<file path="src/hw/rtl/srqt_pkg.sv">
package srqt_pkg;

    // table size and result bound
    localparam int SRQT_CAPACITY = 16;
    localparam int MAX_RESULTS   = 16;

    // field widths
    localparam int KEY_W    = 48;
    localparam int SYS_W    = 16;
    localparam int IDX_IN_W = 8;
    localparam int LIMIT_W  = 7;
    localparam int TAKE_W   = $clog2(MAX_RESULTS + 1);

    // commands
    localparam logic [1:0] FUNC_ADD    = 2'd0;
    localparam logic [1:0] FUNC_REMOVE = 2'd1;
    localparam logic [1:0] FUNC_QUERY  = 2'd2;
    localparam logic [1:0] FUNC_NONE   = 2'd3;

    // result status codes
    localparam logic [1:0] ST_OK        = 2'd0;
    localparam logic [1:0] ST_FULL      = 2'd1;
    localparam logic [1:0] ST_BAD_INDEX = 2'd2;
    localparam logic [1:0] ST_NONE      = 2'd3;

    typedef struct packed {
        logic [1:0]          func;
        logic [KEY_W-1:0]    time_key;
        logic [SYS_W-1:0]    origin_id;
        logic [IDX_IN_W-1:0] entry_index;
        logic [KEY_W-1:0]    range_start;
        logic [KEY_W-1:0]    range_end;
        logic [LIMIT_W-1:0]  result_limit;
    } t_in;

    typedef struct packed {
        logic [1:0]       status;
        logic [KEY_W-1:0] key_out;
        logic [SYS_W-1:0] system_out;
        logic             entry_valid;
        logic             last;
    } t_out;

    // which kind of result the output register takes
    typedef enum logic [1:0] {
        OUT_SIMPLE,
        OUT_MARK,
        OUT_ENTRY
    } t_out_sel;

    // controller to datapath
    typedef struct packed {
        logic     latch;
        logic     scan_start;
        logic     scan_from_idx;
        logic     scan_run;
        logic     shift_wr;
        logic     count_match;
        logic     select;
        logic     dec_count;
        logic     take_load;
        logic     out_load;
        t_out_sel out_sel;
    } t_cmd;

    // datapath to controller
    typedef struct packed {
        logic [1:0] func;
        logic [1:0] status;
        logic       scan_done;
        logic       take_zero;
        logic       out_free;
        logic       last_entry;
    } t_sts;

endpackage

</file>
<file path="src/hw/rtl/srqt_ctrl.sv">
module srqt_ctrl (
    input  logic            i_clk,
    input  logic            i_rst_n,
    input  logic            i_in_valid,
    output logic            o_in_ready,
    input  srqt_pkg::t_sts  i_sts,
    output srqt_pkg::t_cmd  o_cmd
);
    import srqt_pkg::*;

    typedef enum logic [7:0] {
        S_IDLE   = 8'b0000_0001,
        S_DECODE = 8'b0000_0010,
        S_SIMPLE = 8'b0000_0100,
        S_SHIFT  = 8'b0000_1000,
        S_QCOUNT = 8'b0001_0000,
        S_QSEL   = 8'b0010_0000,
        S_QEMIT  = 8'b0100_0000,
        S_MARK   = 8'b1000_0000
    } t_state;

    t_state r_state;
    t_state n_state;

    always_ff @(posedge i_clk) begin
        if (!i_rst_n) begin
            r_state <= S_IDLE;
        end else begin
            r_state <= n_state;
        end
    end

    assign o_in_ready = (r_state == S_IDLE);

    always_comb begin
        n_state = r_state;
        o_cmd   = '0;
        case (r_state)
            S_IDLE: begin
                if (i_in_valid) begin
                    o_cmd.latch = 1'b1;
                    n_state     = S_DECODE;
                end
            end
            S_DECODE: begin
                case (i_sts.func)
                    FUNC_REMOVE: begin
                        if (i_sts.status == ST_OK) begin
                            o_cmd.scan_start    = 1'b1;
                            o_cmd.scan_from_idx = 1'b1;
                            n_state             = S_SHIFT;
                        end else begin
                            n_state = S_SIMPLE;
                        end
                    end
                    FUNC_QUERY: begin
                        o_cmd.scan_start = 1'b1;
                        n_state          = S_QCOUNT;
                    end
                    default: begin
                        n_state = S_SIMPLE;
                    end
                endcase
            end
            S_SIMPLE: begin
                if (i_sts.out_free) begin
                    o_cmd.out_load = 1'b1;
                    o_cmd.out_sel  = OUT_SIMPLE;
                    n_state        = S_IDLE;
                end
            end
            S_SHIFT: begin
                o_cmd.scan_run = 1'b1;
                o_cmd.shift_wr = 1'b1;
                if (i_sts.scan_done) begin
                    o_cmd.dec_count = 1'b1;
                    n_state         = S_SIMPLE;
                end
            end
            S_QCOUNT: begin
                o_cmd.scan_run    = 1'b1;
                o_cmd.count_match = 1'b1;
                if (i_sts.scan_done) begin
                    o_cmd.take_load = 1'b1;
                    if (i_sts.take_zero) begin
                        n_state = S_MARK;
                    end else begin
                        o_cmd.scan_start = 1'b1;
                        n_state          = S_QSEL;
                    end
                end
            end
            S_QSEL: begin
                o_cmd.scan_run = 1'b1;
                o_cmd.select   = 1'b1;
                if (i_sts.scan_done) begin
                    n_state = S_QEMIT;
                end
            end
            S_QEMIT: begin
                if (i_sts.out_free) begin
                    o_cmd.out_load = 1'b1;
                    o_cmd.out_sel  = OUT_ENTRY;
                    if (i_sts.last_entry) begin
                        n_state = S_IDLE;
                    end else begin
                        o_cmd.scan_start = 1'b1;
                        n_state          = S_QSEL;
                    end
                end
            end
            S_MARK: begin
                if (i_sts.out_free) begin
                    o_cmd.out_load = 1'b1;
                    o_cmd.out_sel  = OUT_MARK;
                    n_state        = S_IDLE;
                end
            end
            default: begin
                n_state = S_IDLE;
            end
        endcase
    end

endmodule

</file>
<file path="src/hw/rtl/srqt_dp.sv">
module srqt_dp #(
    parameter int CAPACITY = srqt_pkg::SRQT_CAPACITY
) (
    input  logic           i_clk,
    input  logic           i_rst_n,
    input  srqt_pkg::t_in  i_in_data,
    input  srqt_pkg::t_cmd i_cmd,
    output srqt_pkg::t_sts o_sts,
    output logic           o_out_valid,
    input  logic           i_out_ready,
    output srqt_pkg::t_out o_out_data
);
    import srqt_pkg::*;

    localparam int CNT_W = $clog2(CAPACITY + 1);
    localparam int IDX_W = (CAPACITY > 1) ? $clog2(CAPACITY) : 1;

    // latched transaction and table state
    t_in              r_in;
    logic [1:0]       r_status;
    logic [CNT_W-1:0] r_count;

    // entry store, one write and one registered read port
    logic [KEY_W-1:0] r_key_mem [CAPACITY];
    logic [SYS_W-1:0] r_sys_mem [CAPACITY];

    // scan pipeline
    logic [CNT_W-1:0] r_rd_addr;
    logic             r_rd_vld;
    logic [KEY_W-1:0] r_rd_key;
    logic [SYS_W-1:0] r_rd_sys;
    logic [IDX_W-1:0] r_rd_pos;

    // query state
    logic [CNT_W-1:0]  r_nmatch;
    logic              r_best_vld;
    logic [KEY_W-1:0]  r_best_key;
    logic [SYS_W-1:0]  r_best_sys;
    logic [IDX_W-1:0]  r_best_pos;
    logic              r_prev_vld;
    logic [KEY_W-1:0]  r_prev_key;
    logic [IDX_W-1:0]  r_prev_pos;
    logic [TAKE_W-1:0] r_take;
    logic [TAKE_W-1:0] r_emit;

    logic r_out_valid;
    t_out r_out;

    logic               rd_issue;
    logic               in_range;
    logic               after_prev;
    logic               better;
    logic               full;
    logic               bad_idx;
    logic               out_free;
    logic               add_commit;
    logic               shift_commit;
    logic [IDX_W-1:0]   wr_addr;
    logic [KEY_W-1:0]   wr_key;
    logic [SYS_W-1:0]   wr_sys;
    logic [LIMIT_W-1:0] take_a;
    logic [TAKE_W-1:0]  n_take;
    logic [TAKE_W-1:0]  emit_next;

    assign rd_issue   = i_cmd.scan_run && (r_rd_addr < r_count);
    assign in_range   = (r_rd_key >= r_in.range_start) && (r_rd_key <= r_in.range_end);
    // strictly after the last emitted entry in (key, position) order
    assign after_prev = !r_prev_vld || (r_rd_key > r_prev_key)
                        || ((r_rd_key == r_prev_key) && (r_rd_pos > r_prev_pos));
    assign better     = !r_best_vld || (r_rd_key < r_best_key);
    assign full       = (r_count == CNT_W'(CAPACITY));
    assign bad_idx    = (i_in_data.entry_index >= IDX_IN_W'(r_count));
    assign out_free   = !r_out_valid || i_out_ready;

    assign add_commit   = i_cmd.out_load && (i_cmd.out_sel == OUT_SIMPLE)
                          && (r_in.func == FUNC_ADD) && (r_status == ST_OK);
    assign shift_commit = i_cmd.shift_wr && r_rd_vld;

    assign wr_addr = shift_commit ? (r_rd_pos - IDX_W'(1)) : r_count[IDX_W-1:0];
    assign wr_key  = shift_commit ? r_rd_key : r_in.time_key;
    assign wr_sys  = shift_commit ? r_rd_sys : r_in.origin_id;

    always_comb begin
        take_a = (LIMIT_W'(r_nmatch) < r_in.result_limit) ? LIMIT_W'(r_nmatch)
                                                          : r_in.result_limit;
        n_take = (take_a < LIMIT_W'(MAX_RESULTS)) ? TAKE_W'(take_a) : TAKE_W'(MAX_RESULTS);
    end

    assign emit_next = r_emit + TAKE_W'(1);

    always_comb begin
        o_sts            = '0;
        o_sts.func       = r_in.func;
        o_sts.status     = r_status;
        o_sts.scan_done  = (r_rd_addr >= r_count) && !r_rd_vld;
        o_sts.take_zero  = (n_take == '0);
        o_sts.out_free   = out_free;
        o_sts.last_entry = (emit_next == r_take);
    end

    // store write and registered read
    always_ff @(posedge i_clk) begin
        if (add_commit || shift_commit) begin
            r_key_mem[wr_addr] <= wr_key;
            r_sys_mem[wr_addr] <= wr_sys;
        end
        if (rd_issue) begin
            r_rd_key <= r_key_mem[r_rd_addr[IDX_W-1:0]];
            r_rd_sys <= r_sys_mem[r_rd_addr[IDX_W-1:0]];
            r_rd_pos <= r_rd_addr[IDX_W-1:0];
        end
    end

    // transaction latch and status decode
    always_ff @(posedge i_clk) begin
        if (i_cmd.latch) begin
            r_in <= i_in_data;
            case (i_in_data.func)
                FUNC_ADD:    r_status <= full ? ST_FULL : ST_OK;
                FUNC_REMOVE: r_status <= bad_idx ? ST_BAD_INDEX : ST_OK;
                default:     r_status <= ST_OK;
            endcase
        end
    end

    always_ff @(posedge i_clk) begin
        if (!i_rst_n) begin
            r_count <= '0;
        end else if (add_commit) begin
            r_count <= r_count + CNT_W'(1);
        end else if (i_cmd.dec_count) begin
            r_count <= r_count - CNT_W'(1);
        end
    end

    // scan address and read valid
    always_ff @(posedge i_clk) begin
        if (!i_rst_n) begin
            r_rd_vld <= 1'b0;
        end else if (i_cmd.scan_start) begin
            r_rd_vld <= 1'b0;
        end else begin
            r_rd_vld <= rd_issue;
        end
    end

    always_ff @(posedge i_clk) begin
        if (i_cmd.scan_start) begin
            r_rd_addr <= i_cmd.scan_from_idx
                         ? (CNT_W'(r_in.entry_index) + CNT_W'(1)) : '0;
        end else if (rd_issue) begin
            r_rd_addr <= r_rd_addr + CNT_W'(1);
        end
    end

    // match count over the first pass
    always_ff @(posedge i_clk) begin
        if (i_cmd.scan_start) begin
            r_nmatch <= '0;
        end else if (i_cmd.count_match && r_rd_vld && in_range) begin
            r_nmatch <= r_nmatch + CNT_W'(1);
        end
    end

    // running minimum of each selection pass
    always_ff @(posedge i_clk) begin
        if (!i_rst_n) begin
            r_best_vld <= 1'b0;
        end else if (i_cmd.scan_start) begin
            r_best_vld <= 1'b0;
        end else if (i_cmd.select && r_rd_vld && in_range && after_prev && better) begin
            r_best_vld <= 1'b1;
            r_best_key <= r_rd_key;
            r_best_sys <= r_rd_sys;
            r_best_pos <= r_rd_pos;
        end
    end

    always_ff @(posedge i_clk) begin
        if (!i_rst_n) begin
            r_prev_vld <= 1'b0;
        end else if (i_cmd.take_load) begin
            r_prev_vld <= 1'b0;
            r_take     <= n_take;
            r_emit     <= '0;
        end else if (i_cmd.out_load && (i_cmd.out_sel == OUT_ENTRY)) begin
            r_prev_vld <= 1'b1;
            r_prev_key <= r_best_key;
            r_prev_pos <= r_best_pos;
            r_emit     <= emit_next;
        end
    end

    // output register
    always_ff @(posedge i_clk) begin
        if (!i_rst_n) begin
            r_out_valid <= 1'b0;
        end else if (i_cmd.out_load) begin
            r_out_valid <= 1'b1;
        end else if (i_out_ready) begin
            r_out_valid <= 1'b0;
        end
    end

    always_ff @(posedge i_clk) begin
        if (i_cmd.out_load) begin
            case (i_cmd.out_sel)
                OUT_ENTRY: begin
                    r_out.status      <= ST_OK;
                    r_out.key_out     <= r_best_key;
                    r_out.system_out  <= r_best_sys;
                    r_out.entry_valid <= 1'b1;
                    r_out.last        <= (emit_next == r_take);
                end
                OUT_MARK: begin
                    r_out.status      <= ST_NONE;
                    r_out.key_out     <= '0;
                    r_out.system_out  <= '0;
                    r_out.entry_valid <= 1'b0;
                    r_out.last        <= 1'b1;
                end
                default: begin
                    r_out.status      <= r_status;
                    r_out.key_out     <= '0;
                    r_out.system_out  <= '0;
                    r_out.entry_valid <= 1'b0;
                    r_out.last        <= 1'b1;
                end
            endcase
        end
    end

    assign o_out_valid = r_out_valid;
    assign o_out_data  = r_out;

endmodule

</file>
<file path="src/hw/rtl/sorted_range_query_table.sv">
// channel   direction  handshake                  payload
// in        input      i_in_valid / o_in_ready    i_in_data  (t_in)
// out       output     o_out_valid / i_out_ready  o_out_data (t_out)
//
// one transaction at a time; per command:
//   add, unused command, rejected remove: decode, then load the result register
//   remove at index k: entries above k move down one place, one store shift per cycle
//   query returning t entries: one counting pass then one selection pass per entry,
//   each bound by the single store read port
// synchronous active-low reset clears the entry count and control; store contents stay
// a stalled output holds its result register and the next result waits behind it
module sorted_range_query_table #(
    parameter int CAPACITY = srqt_pkg::SRQT_CAPACITY
) (
    input  logic           i_clk,
    input  logic           i_rst_n,
    input  logic           i_in_valid,
    output logic           o_in_ready,
    input  srqt_pkg::t_in  i_in_data,
    output logic           o_out_valid,
    input  logic           i_out_ready,
    output srqt_pkg::t_out o_out_data
);
    import srqt_pkg::*;

    // command and status between sequencer and datapath
    t_cmd cmd;
    t_sts sts;

    // sequencer: decode, store shift, count pass, selection passes, result hand-off
    srqt_ctrl u_ctrl (
        .i_clk      (i_clk),
        .i_rst_n    (i_rst_n),
        .i_in_valid (i_in_valid),
        .o_in_ready (o_in_ready),
        .i_sts      (sts),
        .o_cmd      (cmd)
    );

    // datapath: entry store, scan pipeline, range and order compares, result register
    srqt_dp #(
        .CAPACITY (CAPACITY)
    ) u_dp (
        .i_clk       (i_clk),
        .i_rst_n     (i_rst_n),
        .i_in_data   (i_in_data),
        .i_cmd       (cmd),
        .o_sts       (sts),
        .o_out_valid (o_out_valid),
        .i_out_ready (i_out_ready),
        .o_out_data  (o_out_data)
    );

endmodule

</file>
<file path="config.mk">
export PLATFORM = sky130hd
export DESIGN_NAME = sorted_range_query_table
export DESIGN_NICKNAME = d
export VERILOG_FILES = /design/src/hw/rtl/srqt_pkg.sv /design/src/hw/rtl/srqt_ctrl.sv /design/src/hw/rtl/srqt_dp.sv /design/src/hw/rtl/sorted_range_query_table.sv
export SDC_FILE = /design/constraint.sdc
export NUM_CORES = 2
export LEC_CHECK = 0
export ABC_CLOCK_PERIOD_IN_PS = 10900
export BUFFER_PORTS_ARGS = -buffer_cell sky130_fd_sc_hd__buf_4
export CAP_MARGIN = 40
export CORE_MARGIN = 2
export CORE_UTILIZATION = 61
export DETAILED_ROUTE_END_ITERATION = 16
export PLACE_DENSITY_LB_ADDON = 0.25
export SLEW_MARGIN = 30
export SYNTH_ARGS = -nofsm -noshare
export SYNTH_HDL_FRONTEND = slang
export SYNTH_SLANG_ARGS = --single-unit
</file>
<file path="constraint.sdc">
create_clock -name i_clk -period 10.9 [get_ports i_clk]
set_input_delay 1.635 -clock i_clk [delete_from_list [all_inputs] [get_ports i_clk]]
set_output_delay 1.635 -clock i_clk [all_outputs]
set_load 0.03 [all_outputs]
</file>
==> impl.org <==
** Logic synthesis
- Share of the synthesized area in the top cell type :: 73.3%
- Synthesized netlist cell count :: 3032
- During synthesis, Yosys emitted a total of 0 warnings.
- Summing every instance area after synthesis gives 60200 um^2.
- Most area-hungry cell type in the Yosys netlist :: sky130_fd_sc_hd__edfxtp_1
- In this run the mean area of a mapped cell was 19.9 um^2.
- Count of flip-flops with a built-in enable after synthesis :: 1471
- Fraction of the yosys area taken by sequential cells :: 74.1%
- Cell types with the largest area share after synthesis :: sky130_fd_sc_hd__edfxtp_1, sky130_fd_sc_hd__mux4_2, sky130_fd_sc_hd__ha_1, sky130_fd_sc_hd__inv_1, sky130_fd_sc_hd__mux2_2
- Among all flip-flop cells after synthesis, the most frequent one is sky130_fd_sc_hd__edfxtp_1.
- FFs w/ async S/R, synth :: 0%
- Yosys mapped the design onto 76 distinct sky130hd cell types.
- Flop and latch count out of synthesis :: 1493
- The number of nets in the synthesized netlist is 3438.

** Detailed routing
- Highest layer used for signal routing :: met4
- Detailed-route wire length per cell :: 29.4 um
- For this block, the via count after detailed routing is 30800.
- The detailed router put a total of 55400 um of wire on met1.
- For this run, design rule violations remaining after detail routing come to 0.
- The detailed router finished its first iteration with 4025 violations.
- Detailed routing placed a total of 10600 um of wire on met3.
- Wire length on met2 :: 71500 um
- Final routed wirelength across all metal layers :: 142000 um
- Once detail routing completed, the nets flagged for antenna violations numbered 0.
- Via density :: 6.38
- DRT Pass-1 Iters :: 6

** Critical path
- STA puts the critical path data required time at 11.36 ns.
- CP Data Arrival Time :: 5.34 ns
- Capturing element type of the critical path :: flop
- STA classifies the critical path startpoint as a flop.
- Class of the most critical setup path :: flop to flop
- In this run the worst path has a maximum fanout of 34.

** Timing
- Setup violations remaining at the end of the flow were counted as 0.
- Summed over all failing endpoints, the final setup total negative slack is 0 ns.
- Setup repair after global routing left no endpoint under its margin.
- Final number of max-transition violations :: 0
- The hold violation total from the final report came to 0.
- Transition time at the pin with the least slew margin :: 1.05 ns
- Max-slew headroom :: 30.2%
- Final clock skew :: 0.0395 ns
- The clock period could shrink to 4.88 ns.
- Max Clock Freq :: 205 MHz
- WHS :: 0.419 ns
- The worst path uses 44.8% of the clock period.
- Setup slack on the critical path of the routed design comes to 6.02 ns.

** Clocking
- After clock tree synthesis, the clock-pin slew on the worst setup and hold paths is 0.06 ns.
- CTS tree :: done
- Cell at the root of the clock tree :: sky130_fd_sc_hd__clkbuf_16
- Buffers inserted during clock tree synthesis total 148.
- Cts hold-fix bufs :: 0
- Once the clock tree was built, the setup fixing pass inserted 0 buffers.
- No sink is reached through more buffers than the 3 on the longest clock path.
- The H-tree generated during clock tree synthesis spans 4 levels.
- Post-CTS Resized :: 0
- Clock latency of the later-clocked register in the worst-skew pair :: 0.78 ns
- Clock Sink Count :: 1493

** Finish
- Non-filler instance count after layout :: 4819
- The post-route netlist has 27.4% of its cells at a drive strength greater than 1.
- From synthesis to final layout, the design area changed by 15.1%.
- Number of nets at the end of the flow :: 3817
- Most common cell after layout, fill and taps aside :: sky130_fd_sc_hd__edfxtp_1
- Most frequent cells in the layout :: sky130_fd_sc_hd__edfxtp_1, sky130_fd_sc_hd__mux4_2, sky130_fd_sc_hd__buf_4, sky130_fd_sc_hd__inv_1, sky130_fd_sc_hd__ha_1

** GRT
- Via count of the first global-routing pass :: 32200
- Pin count of the biggest net entering global routing :: 69
- After global routing the overflow that remains totals 0.
- For this run, the total global-route usage over all layers was measured as 28.0%.
- The first global-routing pass estimated 208000 um of wire.
- The number of antenna violations at the first check in global routing is 3.

** Die
- In this run the core area contains 115 standard-cell rows.
- X dimension of the die :: 318 um
- Die footprint :: 101000 um^2
- Num ports :: 251
- Effective utilization at floorplan :: 61.4%
- Core area :: 98100 um^2
- Chip Height :: 318 um

** Place
- Buffers on Ports :: 250
- HPWL reported at the end of detailed placement :: 82100 um
- Gp weighted congestion :: 0.889
- At the placement stage, the worst setup path has a slack of 5.44 ns.
- Instance count after placement with tap cells included :: 4537

** Flow run
- Across the run, the number of max-cap violations was 0.

** Pwr
- The analysis attributes to cell leakage a power of 0.0244 uW.
- Peak ir drop on the vdd network :: 0.152 mV
- After layout, the design draws a total of 12000 uW.
- For this design the ratio of total power to cell area is 173 nW/um^2.

** Min path
- Tightest Hold Check Type :: flop to flop

** Status
- The flow ran to the end, and the final reports show no timing, DRC or antenna violations.
## metrics by stage
stage,utilization [%],instance area [um^2]
floorplan,-,60200
global placement,65.0,63800
detailed placement,65.4,64200
CTS,70.4,69000
global route,70.7,69300
finish,70.7,69300
## worst max-delay path, stage by stage (launching register included)
cell and delay [ns]:
sky130_fd_sc_hd__dfxtp_1 0.36, sky130_fd_sc_hd__nor3_2 0.32, sky130_fd_sc_hd__nand2_1 0.16, sky130_fd_sc_hd__nor4b_2 0.61, sky130_fd_sc_hd__nand2_4 0.36, sky130_fd_sc_hd__buf_4 0.36, sky130_fd_sc_hd__buf_16 0.25, sky130_fd_sc_hd__o21ai_0 0.27
sky130_fd_sc_hd__nand2_1 0.32, sky130_fd_sc_hd__nor2_4 0.62, sky130_fd_sc_hd__buf_4 0.60, sky130_fd_sc_hd__buf_12 0.26
## sequential cells by signal, indices dropped and copies added (netlist names), 4 cells and up
register         cells
u_dp.r_prev_pos      4
u_dp.r_count         5
u_dp.r_best_sys     16
u_dp.r_rd_key       48
u_dp.r_rd_pos        4
u_dp.o_out_data     68
u_dp.r_rd_addr       5
u_dp.r_in          172
u_dp.r_emit          5
u_dp.r_prev_key     48
u_dp.r_take          5
u_ctrl.r_state       8
u_dp.r_rd_sys       16
u_dp.r_nmatch        5
u_dp.r_best_pos      4
u_dp.r_sys_mem     256
u_dp.r_key_mem     768
u_dp.r_best_key     48
## cells in the mapped netlist, drive strengths merged (3+ instances only)
library cell / n
a2111oi: 6
a211oi: 15
a21boi: 3
a21o: 21
a21oi: 92
a221o: 4
a221oi: 4
a31oi: 4
and2: 6
and3: 68
and4: 3
buf: 40
clkbuf: 59
dfxtp: 22
edfxtp: 1471
ha: 224
inv: 222
mux2: 63
mux2i: 4
mux4: 320
nand2: 65
nand2b: 7
nand3: 32
nand3b: 4
nand4: 38
nor2: 79
nor2b: 11
nor3: 17
nor4: 8
nor4b: 3
o211ai: 8
o21a: 4
o21ai: 47
or2: 4
or3: 4
or4: 3
xnor2: 12
xor2: 12
## routing by layer
| layer | track usage [%] | vias to the layer above |
|---|---|---|
| met5 | 0 | - |
| met4 | 9.03 | 0 |
| met3 | 4.32 | 241 |
| met2 | 46.8 | 1567 |
| met1 | 38.6 | 15900 |
| li1 | - | 13000 |
## report_power, final
| part | internal [uW] | switching, uW |
|---|---|---|
| clock | 2900 | 2170 |
| sequential | 6440 | 45.0 |
| combinational | 158 | 272 |
| total | 9490 | 2490 |
## cells by family after synthesis
group | count (synthesis) | share of synthesized area (%)
AO/OA/AOI/OAI | 227 | 2.49
XOR/XNOR | 24 | 0.349
adder cells (fa/ha/maj) | 225 | 4.69
buffers and inverters | 321 | 2.08
flip-flops | 1493 | 74.1
multiplexers | 387 | 13.2
AND/OR/NAND/NOR | 355 | 3.13
## final timing paths
| path | from | endpoint | slack (ns) | cells past startpoint |
|---|---|---|---|---|
| worst max register to register | u_ctrl.r_state[2]$_SDFFE_PN0P_ | u_dp.r_key_mem[5][15]$_DFFE_PP_ | 6.02 | 11 |
| worst max-delay path | u_ctrl.r_state[2]$_SDFFE_PN0P_ | u_dp.r_key_mem[5][15]$_DFFE_PP_ | 6.02 | 11 |
| worst min register to register | u_dp.r_best_pos[2]$_DFFE_PP_ | u_dp.r_prev_pos[2]$_DFFE_PP_ | 0.42 | 0 |
| worst min-delay path | u_dp.r_best_pos[2]$_DFFE_PP_ | u_dp.r_prev_pos[2]$_DFFE_PP_ | 0.42 | 0 |
## area by class of cell
cell class,instances,area [um^2]
Sequential cell,1493,44600
Fill cell,5750,28800
Timing Repair Buffer,328,2910
Clock inverter,87,967
Inverter,222,833
Antenna cell,1,2.50
Clock buffer,183,3860
Multi-Input combinational cell,1218,14500
Tap cell,1287,1610
No activity file was read; power rests on OpenSTA's default activity.
